File: src/hw/rtl/wlp_pkg.sv
// Shared types and constants of the sliding-window latency percentile tracker.
`default_nettype none
package wlp_pkg;

  localparam int WINDOW_DEF = 256;
  localparam int VAL_W      = 24;

  // ranks come from ceil(pct*n/100)-1; /100 is a multiply by 2^26/100 rounded up
  localparam int RECIP_100  = 671089;
  localparam int RECIP_SH   = 26;
  localparam int RANK_BIAS  = 99;

  // miss percent: misses * 100 * 256 / count
  localparam int PCT_SCALE  = 25600;
  localparam int QUO_W      = 15;

  // deadline: work * fps > 1000 ms with 8 fraction bits
  localparam int DEADLINE   = 256000;

  localparam logic [6:0] PCT_TAB [3] = '{7'd50, 7'd95, 7'd99};

  // calc step schedule
  localparam logic [3:0] STEP_RD0  = 4'd3;
  localparam logic [3:0] STEP_RD3  = 4'd6;
  localparam logic [3:0] STEP_CAP0 = 4'd4;
  localparam logic [3:0] STEP_CAP1 = 4'd5;
  localparam logic [3:0] STEP_CAP2 = 4'd6;
  localparam logic [3:0] STEP_CAP3 = 4'd7;
  localparam logic [3:0] STEP_LAST = 4'd15;
  localparam logic [3:0] DIV_TOP   = 4'd14;

  typedef enum logic [2:0] {
    ST_IDLE, ST_RING, ST_LOOK, ST_REMOVE, ST_INSERT, ST_CALC, ST_OUT0, ST_OUT1
  } wlp_state_t;

  typedef struct packed {
    logic accept;
    logic ring_go;
    logic rem_go;
    logic ins_go;
    logic calc_go;
    logic calc_en;
    logic series;
  } wlp_cmd_t;

  typedef struct packed {
    logic full;
    logic sort_busy;
    logic calc_done;
  } wlp_stat_t;

  typedef struct packed {
    logic rem_go;
    logic ins_go;
    logic rd_en;
  } wlp_sort_cmd_t;

endpackage
`default_nettype wire

File: src/hw/rtl/wlp_ctrl.sv
// Sequencer for one item: ring update and sort scans (records only), statistics, two result beats.
`default_nettype none
module wlp_ctrl (
  input  wire logic               clk,
  input  wire logic               rst_n,
  input  wire logic               in_valid,
  input  wire logic               in_kind,
  output logic                    in_ready,
  output logic                    out_valid,
  input  wire logic               out_ready,
  input  wire wlp_pkg::wlp_stat_t stat,
  output wlp_pkg::wlp_cmd_t       cmd
);

  wlp_pkg::wlp_state_t state_r, state_nxt;

  always_ff @(posedge clk) begin
    if (!rst_n) state_r <= wlp_pkg::ST_IDLE;
    else state_r <= state_nxt;
  end

  always_comb begin
    state_nxt = state_r;
    cmd = '0;
    in_ready = 1'b0;
    out_valid = 1'b0;
    unique case (state_r)
      wlp_pkg::ST_IDLE: begin
        in_ready = 1'b1;
        if (in_valid) begin
          cmd.accept = 1'b1;
          if (in_kind) begin
            cmd.calc_go = 1'b1;
            state_nxt = wlp_pkg::ST_CALC;
          end else begin
            state_nxt = wlp_pkg::ST_RING;
          end
        end
      end
      wlp_pkg::ST_RING: begin
        cmd.ring_go = 1'b1;
        state_nxt = wlp_pkg::ST_LOOK;
      end
      wlp_pkg::ST_LOOK: begin
        if (stat.full) begin
          cmd.rem_go = 1'b1;
          state_nxt = wlp_pkg::ST_REMOVE;
        end else begin
          cmd.ins_go = 1'b1;
          state_nxt = wlp_pkg::ST_INSERT;
        end
      end
      wlp_pkg::ST_REMOVE: begin
        if (!stat.sort_busy) begin
          cmd.ins_go = 1'b1;
          state_nxt = wlp_pkg::ST_INSERT;
        end
      end
      wlp_pkg::ST_INSERT: begin
        if (!stat.sort_busy) begin
          cmd.calc_go = 1'b1;
          state_nxt = wlp_pkg::ST_CALC;
        end
      end
      wlp_pkg::ST_CALC: begin
        cmd.calc_en = 1'b1;
        if (stat.calc_done) state_nxt = wlp_pkg::ST_OUT0;
      end
      wlp_pkg::ST_OUT0: begin
        out_valid = 1'b1;
        if (out_ready) state_nxt = wlp_pkg::ST_OUT1;
      end
      wlp_pkg::ST_OUT1: begin
        out_valid = 1'b1;
        cmd.series = 1'b1;
        if (out_ready) state_nxt = wlp_pkg::ST_IDLE;
      end
      default: state_nxt = wlp_pkg::ST_IDLE;
    endcase
  end

endmodule
`default_nettype wire

File: config.mk
export PLATFORM = sky130hd
export DESIGN_NAME = wlp_ctrl
export DESIGN_NICKNAME = d
export VERILOG_FILES = /design/src/hw/rtl/wlp_pkg.sv /design/src/hw/rtl/wlp_ctrl.sv
export SDC_FILE = /design/constraint.sdc
export NUM_CORES = 1
export LEC_CHECK = 0
export ABC_CLOCK_PERIOD_IN_PS = 2300
export BUFFER_PORTS_ARGS = -buffer_cell sky130_fd_sc_hd__buf_2
export CELL_PAD_IN_SITES_DETAIL_PLACEMENT = 1
export CELL_PAD_IN_SITES_GLOBAL_PLACEMENT = 2
export CORE_AREA = 8 8 45 47
export CTS_BUF_LIST = sky130_fd_sc_hd__clkbuf_8
export DETAILED_ROUTE_END_ITERATION = 7
export DIE_AREA = 0 0 53 55
export HOLD_SLACK_MARGIN = 0.1
export PLACE_DENSITY = 0.84
export SLEW_MARGIN = 10
export SYNTH_ARGS = -nofsm -noshare
export SYNTH_HDL_FRONTEND = slang
export SYNTH_SLANG_ARGS = --single-unit
File: constraint.sdc
create_clock -name clk -period 2.3 [get_ports clk]
set_input_delay 0.23 -clock clk [delete_from_list [all_inputs] [get_ports clk]]
set_output_delay 0.23 -clock clk [all_outputs]
set_load 0.05 [all_outputs]
==> results by group <==
STA
  – Layout Skew: between 0.0008 and 0.0009 ns
  – Final worst setup slack: between 0.4 and 0.5 ns
  – Max Transition Viols Final: 0
  – Unrepaired setup endpoints after global routing: false
  – Final setup vio count: 0
  – Post-Route Setup TNS: 0 ns
  – Upper clock frequency limit: roughly 560 MHz
  – Min Tclk post-route: ~1.8 ns
  – Worst-margin pin slew: between 0.4 and 0.5 ns
  – Final Hold Viols: 0
  – Period utilisation layout: 78.3%
  – Normalized max-slew margin: just over 70%

GRT
  – Largest net degree at the start of global routing: 14
  – Wire length of the first global-routing pass: around 1500 um
  – GRT overflow: 0
  – Overall routing resource usage: 6.61%
  – Number of global-route vias before repair: 343
  – Initial antenna violation count: 0

Die
  – Die boundary height: approximately 55 um
  – Core outline area: roughly 1400 um^2
  – Die boundary width: ~53 um
  – Row count: 14
  – I/O pin count: 17
  – Overall die area: 2920 um^2
  – Initial cell density of the core: between 20% and 30%

Clocking
  – Count of H-tree levels built during CTS: 1
  – Skew-Pair Late Insertion Delay: around 0.21 ns
  – Root Driver: clkbuf_8
  – Clock-pin slew reported for the worst setup and hold paths after clock tree synthesis: ~0.03 ns
  – Number of setup buffers added after CTS: 0
  – Number of buffers added to fix hold violations after cts: 0
  – CTS buffer count: 3
  – Number of buffers on the longest clock path: 2
  – Clock sinks: 3
  – Clock tree from TritonCTS: built
  – CTS resizes: 0

Status
  – Outcome: completed

Yosys
  – Portion of synthesized cell area occupied by the leading cell type: around a fifth
  – Distinct cell type count of the synthesized netlist: 23
  – Cell taking the most area after synthesis: dfxtp_1
  – Register bit total from synthesis: 3
  – Syn Area/Cell: 7.44 um^2
  – Post-synthesis instance area: 298 um^2
  – Nets in the synthesized netlist: 48
  – Number of cells produced by synthesis: 40
  – Synth top area cells: dfxtp_1 20%, nor2b_1 11%, nand2_1 8.8%
  – Register area share after synthesis: between 20% and 30%
  – Synth warn: 0

Critical path
  – Bufs and invs on worst path: 1
  – Critical path peak fanout: 11
  – Critical register-to-register path startpoint: state_r[0]
  – Data required time at the worst endpoint: between 2 and 2.5 ns
  – Crit Path Class: flip-flop to output pin
  – Worst reg2reg setup slack: 0.67 ns
  – Longest individual stage delay on the worst path: roughly 0.55 ns
  – Top Family by Delay on Critical Path: flip-flops
  – Critical path's slowest cell: dfxtp_1
  – Register-to-Register Path Depth: 4
  – Data arrival, critical path: between 1.5 and 2 ns
  – Worst Setup End Kind: output pin
  – Nature of the critical path startpoint: flip-flop
  – Destination of the worst register-to-register timing path: state_r[0]
  – CP cell instances: mux2_2 > nor3_1 > buf_2

Job
  – Number of max-capacitance violations reported: 0

Route
  – Sum of routed wire length over all layers: ~1000 um
  – Via count of the routed design: approximately 330
  – WL per Instance: 13.7 um
  – Via density per instance: ~4.5
  – Pre-Repair DR Iteration Count: 3
  – Drt initial violations: 5
  – Final routed DRC violation total: 0
  – ANT nets after route: 0

Placed design
  – Placement Setup Slack: ~0.66 ns
  – Count of input and output buffers: 16
  – Placement Cell Area: ~390 um^2
  – Half-perimeter wire length of the detailed placement result: approximately 790 um
  – Final estimated routing congestion in global placement: roughly 0.7

Layout
  – Multi-input combinational cell area: around 230 um^2
  – Area growth from synthesis to layout: 46.2%
  – Diode insertion count for antenna repair: 0
  – Largest register by flop count: state_r
  – Nets: 66
  – Filler Cell Count: approximately 170
  – Leading registers by flop count: state_r: 3 flops
  – Sequential cell area: approximately 60 um^2
  – Final std cell area, no fill: roughly 440 um^2
  – Fraction of final layout cells sized beyond drive strength 1: a little over two fifths
  – Max reg flops: 3

Pwr
  – Total power density per cell area: about 1600 nW/um^2
  – Leakage power: approximately 0.21 nW
  – Total chip power: about 0.7 mW
  – Maximum resistive drop on vdd: around 0.00033 V

Worst hold path
  – Path class of the lowest-slack min-delay path: primary input to flip-flop
  – HP Start: out_ready
  – End point of the worst hold path: state_r[2]
  – Hold Crit Depth: 2
per-layer routing:
layer	share of wire [%]	wire [um]	global-route usage (%)	vias to the layer above
met1	44	436	6.98	147
met4	0	0	3.88	0
met2	47	473	11.1	15
met5	0	0	0	-
met3	9.2	92	2.41	0
li1	-	-	-	170
cell usage after synthesis, drive strengths merged:
cell type and number:
and3 1, or2 1, nor2 1, inv 1
and2 2, mux2i 1, a21oi 1, nand2b 2
o31ai 1, nand2 7, o21ai 2, clkbuf 2
o22ai 1, buf 1, o21a 1, a211oi 1
nor2b 5, dfxtp 3, mux4 1, mux2 1
nor3 2, nor3b 2
metrics by stage:
stage | hold WS, ns | utilization, % | cells
after global routing | 0.243 | 31.5 | 73
after global placement | 0.442 | 28.2 | 69
after detailed placement | 0.459 | 28.2 | 69
after floorplan | 0.324 | - | 40
final | 0.239 | 31.5 | 73
after CTS | 0.238 | 31.5 | 73
worst max path at each step:
stage | from | endpoint | slack (ns) | depth (start not counted)
after floorplan | state_r[2] | cmd[2] | 0.06 | 3
after global placement | state_r[2] | cmd[2] | 0.71 | 3
after detailed placement | state_r[0] | state_r[0] | 0.66 | 4
after CTS | state_r[2] | cmd[2] | 0.51 | 3
after global routing | state_r[2] | cmd[2] | 0.42 | 3
final | state_r[2] | cmd[2] | 0.50 | 3
where the power goes:
group	switching [mW]	internal, mW
combinational	0.285	0.139
clock	0.0322	0.113
sequential	0.0708	0.0751
total	0.388	0.328
logic make-up (layout without fill, tap and decap cells):
family,count (synthesis),in the layout,synth area share [%]
muxes,3,3,14.7
AOI/OAI and AO/OA,7,7,18.1
DFF,3,3,20.2
buffers and inverters,4,21,5.46
and+or+nand+nor,23,23,41.6
worst register-to-register path, delay by kind of cell, from the launching register on:
kind             cells  cell delay [ns]
multiplexers         2             0.75
flip-flops           1             0.56
AND/OR/NAND/NOR      1             0.13
AO/OA/AOI/OAI        1             0.11
layout by cell type (no fill, tap or decap), types with 2 or more instances in the layout:
cell type and n:
nand2_1 7, dfxtp_1 3, nor2b_1 5, inv_1 2, and2_1 2, nand2b_1 2
nor3b_1 2, buf_2 16, clkbuf_8 3
final cells by class:
cell class | count | share of cell area [%]
Clock buffer | 3 | 9.48
Multi-Input combinational cell | 33 | 52.0
Tap cell | 16 | 4.60
Clock inverter | 1 | 0.862
Timing Repair Buffer | 16 | 18.4
Inverter | 1 | 0.862
Sequential cell | 3 | 13.8
Note: power is estimated with default switching activity, not from simulation.
